**src/rtl/ivfp_pkg.sv**
```systemverilog
package ivfp_pkg;

    // Capture window and fixed header geometry
    localparam int STORE_DEPTH   = 44;
    localparam int FILE_HDR_LEN  = 32;
    localparam int FRAME_HDR_LEN = 12;

    // Start of frame data, with and without a file header
    localparam logic [5:0] OFFSET_BARE = 6'd12;
    localparam logic [5:0] OFFSET_HDR  = 6'd44;

    // Four-character codes, element 0 is the first byte on the wire
    localparam logic [3:0][7:0] TAG_DKIF = {8'h46, 8'h49, 8'h4B, 8'h44};
    localparam logic [3:0][7:0] TAG_VP90 = {8'h30, 8'h39, 8'h50, 8'h56};

    typedef logic [STORE_DEPTH-1:0][7:0] capture_t;

    typedef struct packed {
        logic [7:0] data_byte;
        logic       last_byte;
    } in_beat_t;

    typedef struct packed {
        logic        frame_ok;
        logic        header_present;
        logic [15:0] video_width;
        logic [15:0] video_height;
        logic [31:0] rate_numerator;
        logic [31:0] rate_denominator;
        logic [31:0] frames_in_file;
        logic [31:0] frame_length;
        logic [63:0] frame_timestamp;
        logic [5:0]  data_offset;
    } result_t;

    // File header fields
    typedef struct packed {
        logic [15:0] video_width;
        logic [15:0] video_height;
        logic [31:0] rate_numerator;
        logic [31:0] rate_denominator;
        logic [31:0] frames_in_file;
    } hdr_info_t;

    // Frame header fields
    typedef struct packed {
        logic [31:0] frame_length;
        logic [63:0] frame_timestamp;
    } frame_hdr_t;

    // Classified payload, handed from front to back
    typedef struct packed {
        logic       header_present;
        hdr_info_t  info;
        frame_hdr_t frm;
    } verdict_t;

endpackage

```
**src/rtl/ivf_payload_frame_parser_unit.sv**
```systemverilog
// Accepts one payload byte per clock; input stalls only when the result side backs up.
// Result appears on m_valid after the transfer of the final byte: the record enters
// the two-entry queue, then the output register once the result side can take it.
// Verdict logic in the back end keeps pace with one payload per cycle while the result side is not backed up.
// Reset (aresetn low at a clock edge) clears the byte count, queue and output valid;
// the 44-byte capture window is not cleared and needs no startup pass.
module ivf_payload_frame_parser_unit #(
    parameter int COUNT_WIDTH = 34
) (
    input  logic                aclk,
    input  logic                aresetn,
    input  logic                s_valid,
    output logic                s_ready,
    input  ivfp_pkg::in_beat_t  s_data,
    output logic                m_valid,
    input  logic                m_ready,
    output ivfp_pkg::result_t   m_data
);
    import ivfp_pkg::*;

    localparam int REC_W = $bits(verdict_t) + COUNT_WIDTH;

    logic                   q_full;
    logic                   q_empty;
    logic                   q_pop;
    logic                   push_valid;
    verdict_t               push_verdict;
    logic [COUNT_WIDTH-1:0] push_len;
    logic [REC_W-1:0]       q_rd_data;
    verdict_t               q_verdict;
    logic [COUNT_WIDTH-1:0] q_len;

    // Capture bytes and classify the file header
    ivfp_front #(
        .COUNT_WIDTH (COUNT_WIDTH)
    ) u_front (
        .aclk         (aclk),
        .aresetn      (aresetn),
        .s_valid      (s_valid),
        .s_ready      (s_ready),
        .s_data       (s_data),
        .q_full       (q_full),
        .push_valid   (push_valid),
        .push_verdict (push_verdict),
        .push_len     (push_len)
    );

    // Decouple front and back
    ivfp_fifo #(
        .WIDTH (REC_W)
    ) u_fifo (
        .aclk    (aclk),
        .aresetn (aresetn),
        .wr_en   (push_valid),
        .wr_data ({push_verdict, push_len}),
        .full    (q_full),
        .rd_en   (q_pop),
        .rd_data (q_rd_data),
        .empty   (q_empty)
    );

    assign {q_verdict, q_len} = q_rd_data;

    // Judge the frame and drive the result channel
    ivfp_back #(
        .COUNT_WIDTH (COUNT_WIDTH)
    ) u_back (
        .aclk      (aclk),
        .aresetn   (aresetn),
        .q_valid   (!q_empty),
        .q_pop     (q_pop),
        .q_verdict (q_verdict),
        .q_len     (q_len),
        .m_valid   (m_valid),
        .m_ready   (m_ready),
        .m_data    (m_data)
    );

endmodule

```
**src/rtl/ivfp_front.sv**
```systemverilog
module ivfp_front #(
    parameter int COUNT_WIDTH = 34
) (
    input  logic                   aclk,
    input  logic                   aresetn,
    input  logic                   s_valid,
    output logic                   s_ready,
    input  ivfp_pkg::in_beat_t     s_data,
    input  logic                   q_full,
    output logic                   push_valid,
    output ivfp_pkg::verdict_t     push_verdict,
    output logic [COUNT_WIDTH-1:0] push_len
);
    import ivfp_pkg::*;

    localparam logic [COUNT_WIDTH-1:0] CNT_MAX = {COUNT_WIDTH{1'b1}};

    logic [COUNT_WIDTH-1:0] cnt_reg;
    logic [COUNT_WIDTH-1:0] cnt_next;
    logic [COUNT_WIDTH-1:0] cnt_inc;
    capture_t               store_reg;
    capture_t               store_next;
    logic                   accept;
    logic                   hdr_ok;
    logic                   tags_ok;

    function automatic logic [15:0] le16(input capture_t s, input int at);
        return {s[at+1], s[at]};
    endfunction

    function automatic logic [31:0] le32(input capture_t s, input int at);
        return {s[at+3], s[at+2], s[at+1], s[at]};
    endfunction

    assign s_ready = !q_full;
    assign accept  = s_valid && s_ready;

    // Saturating byte count including the current byte
    assign cnt_inc = (cnt_reg == CNT_MAX) ? cnt_reg : cnt_reg + COUNT_WIDTH'(1);

    always_comb begin
        cnt_next = cnt_reg;
        if (accept) begin
            cnt_next = s_data.last_byte ? '0 : cnt_inc;
        end
    end

    // Merge the current byte into the capture window
    always_comb begin
        store_next = store_reg;
        for (int i = 0; i < STORE_DEPTH; i++) begin
            if (cnt_reg == COUNT_WIDTH'(i)) begin
                store_next[i] = s_data.data_byte;
            end
        end
    end

    // Classify the file header on the final byte
    always_comb begin
        tags_ok = 1'b1;
        for (int i = 0; i < 4; i++) begin
            if (store_next[i] != TAG_DKIF[i] || store_next[8+i] != TAG_VP90[i]) begin
                tags_ok = 1'b0;
            end
        end
    end

    assign hdr_ok = (cnt_inc >= COUNT_WIDTH'(FILE_HDR_LEN)) && tags_ok
                 && (le16(store_next, 6) == 16'(FILE_HDR_LEN))
                 && (le16(store_next, 12) != '0) && (le16(store_next, 14) != '0)
                 && (le32(store_next, 16) != '0) && (le32(store_next, 20) != '0);

    // Build the record pushed into the queue
    always_comb begin
        push_verdict.header_present         = hdr_ok;
        push_verdict.info.video_width       = le16(store_next, 12);
        push_verdict.info.video_height      = le16(store_next, 14);
        push_verdict.info.rate_numerator    = le32(store_next, 16);
        push_verdict.info.rate_denominator  = le32(store_next, 20);
        push_verdict.info.frames_in_file    = le32(store_next, 24);
        if (hdr_ok) begin
            push_verdict.frm.frame_length    = le32(store_next, FILE_HDR_LEN);
            push_verdict.frm.frame_timestamp = {le32(store_next, FILE_HDR_LEN + 8),
                                                le32(store_next, FILE_HDR_LEN + 4)};
        end else begin
            push_verdict.frm.frame_length    = le32(store_next, 0);
            push_verdict.frm.frame_timestamp = {le32(store_next, 8), le32(store_next, 4)};
        end
    end

    assign push_valid = accept && s_data.last_byte;
    assign push_len   = cnt_inc;

    always_ff @(posedge aclk) begin
        if (!aresetn) begin
            cnt_reg <= '0;
        end else begin
            cnt_reg <= cnt_next;
        end
    end

    // Capture bytes, no reset needed
    always_ff @(posedge aclk) begin
        if (accept) begin
            store_reg <= store_next;
        end
    end

`ifndef SYNTHESIS
    a_count_restart: assert property (@(posedge aclk) disable iff (!aresetn)
        push_valid |=> cnt_reg == '0)
        else $error("byte count did not restart after final byte");

    a_hdr_needs_len: assert property (@(posedge aclk) disable iff (!aresetn)
        push_valid && push_verdict.header_present
            |-> push_len >= COUNT_WIDTH'(FILE_HDR_LEN))
        else $error("file header accepted on a short payload");
`endif

endmodule

```
**src/rtl/ivfp_fifo.sv**
```systemverilog
module ivfp_fifo #(
    parameter int WIDTH = 8
) (
    input  logic             aclk,
    input  logic             aresetn,
    input  logic             wr_en,
    input  logic [WIDTH-1:0] wr_data,
    output logic             full,
    input  logic             rd_en,
    output logic [WIDTH-1:0] rd_data,
    output logic             empty
);
    logic [WIDTH-1:0] mem_reg [2];
    logic             wr_ptr_reg;
    logic             wr_ptr_next;
    logic             rd_ptr_reg;
    logic             rd_ptr_next;
    logic [1:0]       count_reg;
    logic [1:0]       count_next;

    assign full    = (count_reg == 2'd2);
    assign empty   = (count_reg == 2'd0);
    assign rd_data = mem_reg[rd_ptr_reg];

    // Advance pointers and occupancy
    always_comb begin
        wr_ptr_next = wr_en ? !wr_ptr_reg : wr_ptr_reg;
        rd_ptr_next = rd_en ? !rd_ptr_reg : rd_ptr_reg;
        count_next  = count_reg;
        if (wr_en && !rd_en) begin
            count_next = count_reg + 2'd1;
        end else if (!wr_en && rd_en) begin
            count_next = count_reg - 2'd1;
        end
    end

    always_ff @(posedge aclk) begin
        if (!aresetn) begin
            wr_ptr_reg <= 1'b0;
            rd_ptr_reg <= 1'b0;
            count_reg  <= 2'd0;
        end else begin
            wr_ptr_reg <= wr_ptr_next;
            rd_ptr_reg <= rd_ptr_next;
            count_reg  <= count_next;
        end
    end

    always_ff @(posedge aclk) begin
        if (wr_en) begin
            mem_reg[wr_ptr_reg] <= wr_data;
        end
    end

`ifndef SYNTHESIS
    a_no_overflow: assert property (@(posedge aclk) disable iff (!aresetn)
        !(wr_en && full) && !(rd_en && empty))
        else $error("queue overflow or underflow");
`endif

endmodule

```
**src/rtl/ivfp_back.sv**
```systemverilog
module ivfp_back #(
    parameter int COUNT_WIDTH = 34
) (
    input  logic                   aclk,
    input  logic                   aresetn,
    input  logic                   q_valid,
    output logic                   q_pop,
    input  ivfp_pkg::verdict_t     q_verdict,
    input  logic [COUNT_WIDTH-1:0] q_len,
    output logic                   m_valid,
    input  logic                   m_ready,
    output ivfp_pkg::result_t      m_data
);
    import ivfp_pkg::*;

    localparam int CMP_W = (COUNT_WIDTH > 32 ? COUNT_WIDTH : 32) + 1;

    logic              m_valid_reg;
    logic              m_valid_next;
    result_t           m_data_reg;
    result_t           m_data_next;
    logic [5:0]        data_end;
    logic [CMP_W-1:0]  need;
    logic              fits;

    // Frame fits when its header lies inside the payload and size plus
    // header end does not pass the payload length
    assign data_end = q_verdict.header_present ? OFFSET_HDR : OFFSET_BARE;
    assign need     = CMP_W'(q_verdict.frm.frame_length) + CMP_W'(data_end);
    assign fits     = (q_len >= COUNT_WIDTH'(data_end)) && (need <= CMP_W'(q_len));

    assign q_pop = q_valid && (!m_valid_reg || m_ready);

    // Format the result, zero the fields that do not apply
    always_comb begin
        m_data_next                = '0;
        m_data_next.frame_ok       = fits;
        m_data_next.header_present = q_verdict.header_present;
        m_data_next.data_offset    = data_end;
        if (q_verdict.header_present) begin
            m_data_next.video_width      = q_verdict.info.video_width;
            m_data_next.video_height     = q_verdict.info.video_height;
            m_data_next.rate_numerator   = q_verdict.info.rate_numerator;
            m_data_next.rate_denominator = q_verdict.info.rate_denominator;
            m_data_next.frames_in_file   = q_verdict.info.frames_in_file;
        end
        if (fits) begin
            m_data_next.frame_length    = q_verdict.frm.frame_length;
            m_data_next.frame_timestamp = q_verdict.frm.frame_timestamp;
        end
    end

    always_comb begin
        m_valid_next = m_valid_reg;
        if (q_pop) begin
            m_valid_next = 1'b1;
        end else if (m_ready) begin
            m_valid_next = 1'b0;
        end
    end

    always_ff @(posedge aclk) begin
        if (!aresetn) begin
            m_valid_reg <= 1'b0;
        end else begin
            m_valid_reg <= m_valid_next;
        end
    end

    // Hold the result until the transfer completes
    always_ff @(posedge aclk) begin
        if (q_pop) begin
            m_data_reg <= m_data_next;
        end
    end

    assign m_valid = m_valid_reg;
    assign m_data  = m_data_reg;

`ifndef SYNTHESIS
    a_offset_follows_hdr: assert property (@(posedge aclk) disable iff (!aresetn)
        m_valid_reg |-> (m_data_reg.header_present && m_data_reg.data_offset == OFFSET_HDR)
                     || (!m_data_reg.header_present && m_data_reg.data_offset == OFFSET_BARE))
        else $error("data offset disagrees with header flag");

    a_bad_frame_zeroed: assert property (@(posedge aclk) disable iff (!aresetn)
        m_valid_reg && !m_data_reg.frame_ok
            |-> m_data_reg.frame_length == '0 && m_data_reg.frame_timestamp == '0)
        else $error("frame fields not cleared on a bad frame");
`endif

endmodule
```
**config.mk**
```make
export PLATFORM = sky130hd
export DESIGN_NAME = ivf_payload_frame_parser_unit
export DESIGN_NICKNAME = d
export VERILOG_FILES = /design/src/rtl/ivfp_pkg.sv /design/src/rtl/ivf_payload_frame_parser_unit.sv /design/src/rtl/ivfp_front.sv /design/src/rtl/ivfp_fifo.sv /design/src/rtl/ivfp_back.sv
export SDC_FILE = /design/constraint.sdc
export NUM_CORES = 1
export LEC_CHECK = 0
export BUFFER_PORTS_ARGS = -buffer_cell sky130_fd_sc_hd__buf_4
export CORE_UTILIZATION = 58
export DETAILED_ROUTE_END_ITERATION = 10
export PLACE_DENSITY = 0.85
export SLEW_MARGIN = 30
export SYNTH_ARGS = -nofsm -noshare
export SYNTH_HDL_FRONTEND = slang
export SYNTH_SLANG_ARGS = --single-unit
export TNS_END_PERCENT = 20
```
**constraint.sdc**
```tcl
create_clock -name aclk -period 34.6 [get_ports aclk]
set_clock_uncertainty 0.2 [all_clocks]
set_input_delay 8.65 -clock aclk [delete_from_list [all_inputs] [get_ports aclk]]
set_output_delay 8.65 -clock aclk [all_outputs]
set_load 0.02 [all_outputs]
```
== Yosys cells after proc, flatten, opt, wreduce, memory -nomap -nowiden ==
Memories as Yosys holds them, arrays and structs flattened. A register that Yosys moved wholly into a read port is not among the register bits.
Cells that the tools add are included.

* Register bits after elaboration: 591
* RAM bits: 518
* Input port bits: 13
* Output and inout bits: 234
* Logic and storage cells: 201
* Memories: 1

* $add $sub $neg: 4
* Order comparisons: 3
* Equal/unequal tests: 50
* Mux-type cells: 56
* Reductions and logical operators: 32

{| class="wikitable"
|+ Memory list
! name !! words !! bits a word !! rd ports !! clocked after Yosys merged registers in !! write ports !! line !! source
|-
| u_fifo.mem_reg || 2 || 259 || 1 || 1 || 1 || ivfp_fifo.sv:13 || <nowiki>logic [WIDTH-1:0] mem_reg [2];</nowiki>
|}

{| class="wikitable"
|+ Operators with widths
! operator !! count
|-
| $eq A34 B5 Y1 const B || 12
|-
| $eq A34 B6 Y1 const B || 12
|-
| $mux W8 || 40
|-
| $eq A34 B4 Y1 const B || 8
|-
| $eq A34 B3 Y1 const B || 4
|-
| $mux W96 || 1
|-
| $eq A34 B2 Y1 const B || 2
|-
| $mux W34 || 2
|-
| $reduce_bool A32 Y1 || 2
|-
| $ne A8 B7 Y1 const B || 6
|-
| $le A35 B34 Y1 || 1
|-
| $add A34 B1 Y34 const B || 1
|-
| $eq A34 B1 Y1 const B || 1
|-
| $eq A34 B34 Y1 const B || 1
|-
| $ge A34 B6 Y1 || 1
|-
| $ge A34 B6 Y1 const B || 1
|-
| $logic_not A34 Y1 || 1
|-
| $add A32 B6 Y33 || 1
|-
| $reduce_bool A16 Y1 || 2
|-
| $eq A16 B6 Y1 const B || 1
|-
| $ne A8 B6 Y1 const B || 2
|-
| $logic_and A1 B1 Y1 || 12
|-
| $mux W1 || 10
|-
| $logic_not A1 Y1 || 7
|-
| 8 further kinds || 14
|}

== Longest topological paths before layout ==
* Depth in word-level cells: 15
* Depth in mapped cells: 24

== Cells and area by module ==
From an unflattened synthesis, not the netlist that was laid out.

* Cells, all modules: 3,221
* Area, all modules: 50,021.7 µm²

{| class="wikitable"
|+ By module, submodules not included
! module !! times used !! cells an instance !! area each (µm²)
|-
| ivfp_fifo || 1 || 828 || 19,747.7
|-
| ivfp_front || 1 || 1,560 || 19,479.9
|-
| ivfp_back || 1 || 832 || 10,790.3
|-
| ivf_payload_frame_parser_unit || 1 || 1 || 3.8
|}

== Least setup slack after synthesis ==
Ideal clock, no wire load.

* Path type: input -> register
* Start: input port s_valid
* End: register u_fifo.wr_ptr_reg
* Setup time: 108 ps
* Data arrival time: 30,406 ps
* Required time: 34,292 ps
* Setup slack: 3,886 ps
* Stages: 6
* Path buffers: 1
* Cell sequence: nand2_1 > inv_1 > clkbuf_1 > nand2_1 > nor2_1 > o21a_1

* Cells in the longest elaborated chain, start to end: 2

{| class="wikitable"
|+ Ends and longest elaborated chain
! what !! line !! source
|-
| from (decl) || ivf_payload_frame_parser_unit.sv:12 || <nowiki>input logic s_valid,</nowiki>
|-
| $logic_and A1 B1 Y1 || ivfp_front.sv:36 || <nowiki>assign accept = s_valid && s_ready;</nowiki>
|-
| net u_front.accept || ivfp_front.sv:23 || <nowiki>logic accept;</nowiki>
|-
| $logic_and A1 B1 Y1 || ivfp_front.sv:91 || <nowiki>assign push_valid = accept && s_data.last_byte;</nowiki>
|-
| to (signal assigned) || ivfp_fifo.sv:43 || <nowiki>wr_ptr_reg <= wr_ptr_next;</nowiki>
|-
| to (decl) || ivfp_fifo.sv:14 || <nowiki>logic wr_ptr_reg;</nowiki>
|}

The timed path passes the listed nets, and every way through them passes these cells.
A chain may end at the register's enable or synchronous reset.

==> impl_metrics.yaml <==
run_status:
  status: "finished clean"
cts:
  postCtsSetupBuffers: 0
  clockBufferDepth: 3
  postCtsResizedCells: 0
  cts_hold_buf: 0
  path_clk_slew_ps: 60
  cts_sinks: 1104
  clk_latency_ps: 670
  tritoncts: "yes"
  cts-root-buf: "clkbuf_16"
  cts_max_level: 3
  cts_made_buffers: 106
die:
  rows: 104
  core_um2: 80900
  fp.dieH_um: 289
  dieArea_um2: 83300
  start_util: 0.589
  die_width_um: 289
  io_pins: 247
sta:
  max_freq_mhz: 81.0
  hold_ws_ps: 350
  fin_crit_sh: 0.357
  period_needed_ps: 12350
  rsz0062_at_grt: "false"
  maxSlewHeadroom: 0.323
  hold_viol: 0
  worstMarginPinSlew_ps: 1020
  slew_viol_final: 0
  setup_violations: 0
  fin_setup_tns_ps: 0
power:
  clkPwrFrac: 0.315
  ir_worst_vdd_v: 0.0000482
  p_sw_frac: 0.294
  p_sw_mw: 1.13
  seqPwrFrac: 0.459
  powerDensity_nw_per_um2: 70.9
  power.internal_mw: 2.71
  p_leak_nw: 16.2
  combPwrFrac: 0.226
global_route:
  grt-ovfl-total: 0
  track_usage: 0.268
  grt_pass1_vias: 27800
  grt_pass1_wl_mm: 169
  grt_antenna_before_repair: 0
  grt_max_degree: 118
cells_and_area:
  n_antenna_cell: 0
  instances_no_fill: 4501
  fillers: 5246
  syn2layout_area_growth_pct: 13.7
  multi_input_area_um2: 14100
  drive_above_1_share: 0.262
  largest_reg_flops: 518
  regArea_um2: 32800
  nets: 3402
yosys:
  synthArstFlopShare: 0
  synth_commonest_cells: "edfxtp_1, mux2_2, nor2_1, mux2i_1, nand2_1"
  ys.flop_type: "edfxtp_1"
  synth_area_um2: 47700
  ys_seq_area_frac: 0.687
  synth_area_leaders: "edfxtp_1, mux2_2, mux2i_1"
  yosys_warnings: 0
  synth_top_area_cell: "edfxtp_1"
  synth_top_area_frac: 0.670
  synth_area_per_cell_um2: 15.1
  synth_seq_cells: 1104
  ys_types: 72
  synthCells: 3151
  yosysMostFrequentCell: "edfxtp_1"
  synth_enable_flop_cells: 1064
setup_path:
  reg2regPathDepth: 20
  cp_max_fo: 46
  worstSetupStartpointType: "input port"
  reg2reg_slack_ps: 27420
  crit_type: "input port to flop"
  end_kind: "flop"
  worst-endpoint-arrival_ps: 12550
  r2r-end: "u_back.m_data[47]"
  cp_data_required_time_ps: 34800
placement:
  gp_congestion: 0.865
  dp_cells: 4298
  hpwl_mm: 69.9
  io_buffers: 241
drt:
  via_count: 28300
  vias_per_cell: 6.28
  wl_mm: 113
  drtIter0Drc: 2911
  post-route-drc-count: 0
  drt_pass1_iterations: 5
  wl_per_cell_um: 25.2
  ant_nets: 0
hold_path:
  hold_start: "u_fifo.count_reg[1]"
  hold_path_depth: 2
  holdCritPathClass: "flop to flop"
  holdPathEnd: "u_fifo.count_reg[1]"
run:
  maxCapViolCount: 0
-- final cells by class --
type	count	area share
repair buffers	283	0.0403
multi-input cells	1820	0.261
well taps	1060	0.0245
inverters	33	0.00243
flip-flops and latches	1104	0.605
clock inverters	85	0.0170
clock buffers	116	0.0506
-- stage by stage --
stage               area, um2  total power [mW]  worst slack, ps   util
finish                  54200              3.84            22250  0.669
detailed placement      50400              2.64            21640  0.623
CTS                     54100              3.85            22330  0.668
floorplan               47700              2.42             3890      -
global route            54200              3.97            22020  0.669
global placement        50400              2.62            21620  0.623
-- power by group through the flow --
stage | clock, mW | sequential, mW | combinational [mW]
2_1_floorplan | 0 | 1.99 | 0.426
3_3_place_gp | 0 | 1.79 | 0.835
3_5_place_dp | 0 | 1.79 | 0.853
4_1_cts | 1.22 | 1.77 | 0.861
5_1_grt | 1.27 | 1.78 | 0.927
6_report | 1.21 | 1.76 | 0.869
-- routing by layer --
| layer | wire (um) | GRT usage |
|---|---|---|
| met1 | 45100 | 0.362 |
| met2 | 55800 | 0.447 |
| met3 | 9100 | 0.0430 |
| met4 | 3400 | 0.0901 |
| met5 | 0 | 0 |
-- critical path, cell delays in order --
cell	delay, ps
buf_4	340
nor2_1	480
nand2_1	180
nor2_1	200
a311oi_1	60
or2_2	300
o311ai_0	720
nor4_4	50
nand3b_1	540
buf_4	560
mux2_1	400
-- worst max path at each step --
| stage | end | start | cells past startpoint |
|---|---|---|---|
| after global placement | u_front.store_reg[306] | s_valid | 7 |
| after floorplan | u_fifo.wr_ptr_reg | s_valid | 6 |
| after detailed placement | u_fifo.mem_reg[1][51] | s_valid | 7 |
| after global routing | u_fifo.mem_reg[1][39] | s_data[1] | 10 |
| final | u_fifo.mem_reg[0][44] | s_data[1] | 11 |
| after CTS | u_fifo.mem_reg[1][61] | s_valid | 7 |
-- logic make-up after synthesis --
group	count (synthesis)	synth area share
adder cells (fa/ha/maj)	41	0.0108
other	2	0.000158
AND/OR/NAND/NOR	823	0.0946
XOR/XNOR	57	0.0105
buffers and inverters	230	0.0198
flip-flops	1104	0.687
AO/OA/AOI/OAI	274	0.0358
multiplexers	620	0.141
-- layout by cell type, fill, tap and decap left out, drive strengths merged, types with 10 or more instances in the layout --
cell type	instances
inv	38
nand2b	73
nand4	41
nor3	51
o21a	31
a21oi	123
bufinv	17
and2	11
clkbuf	116
a21o	13
or4	13
nand4b	59
clkinv	56
a22oi	25
mux2i	217
nor2b	45
or2	10
dfxtp	40
xnor2	29
nand2	161
o21ai	33
xor2	28
buf	283
mux2	403
nor4	48
edfxtp	1064
nor4b	10
nand3	32
or3	11
ha	41
nor2	229
(Power assumes the default switching activity.)
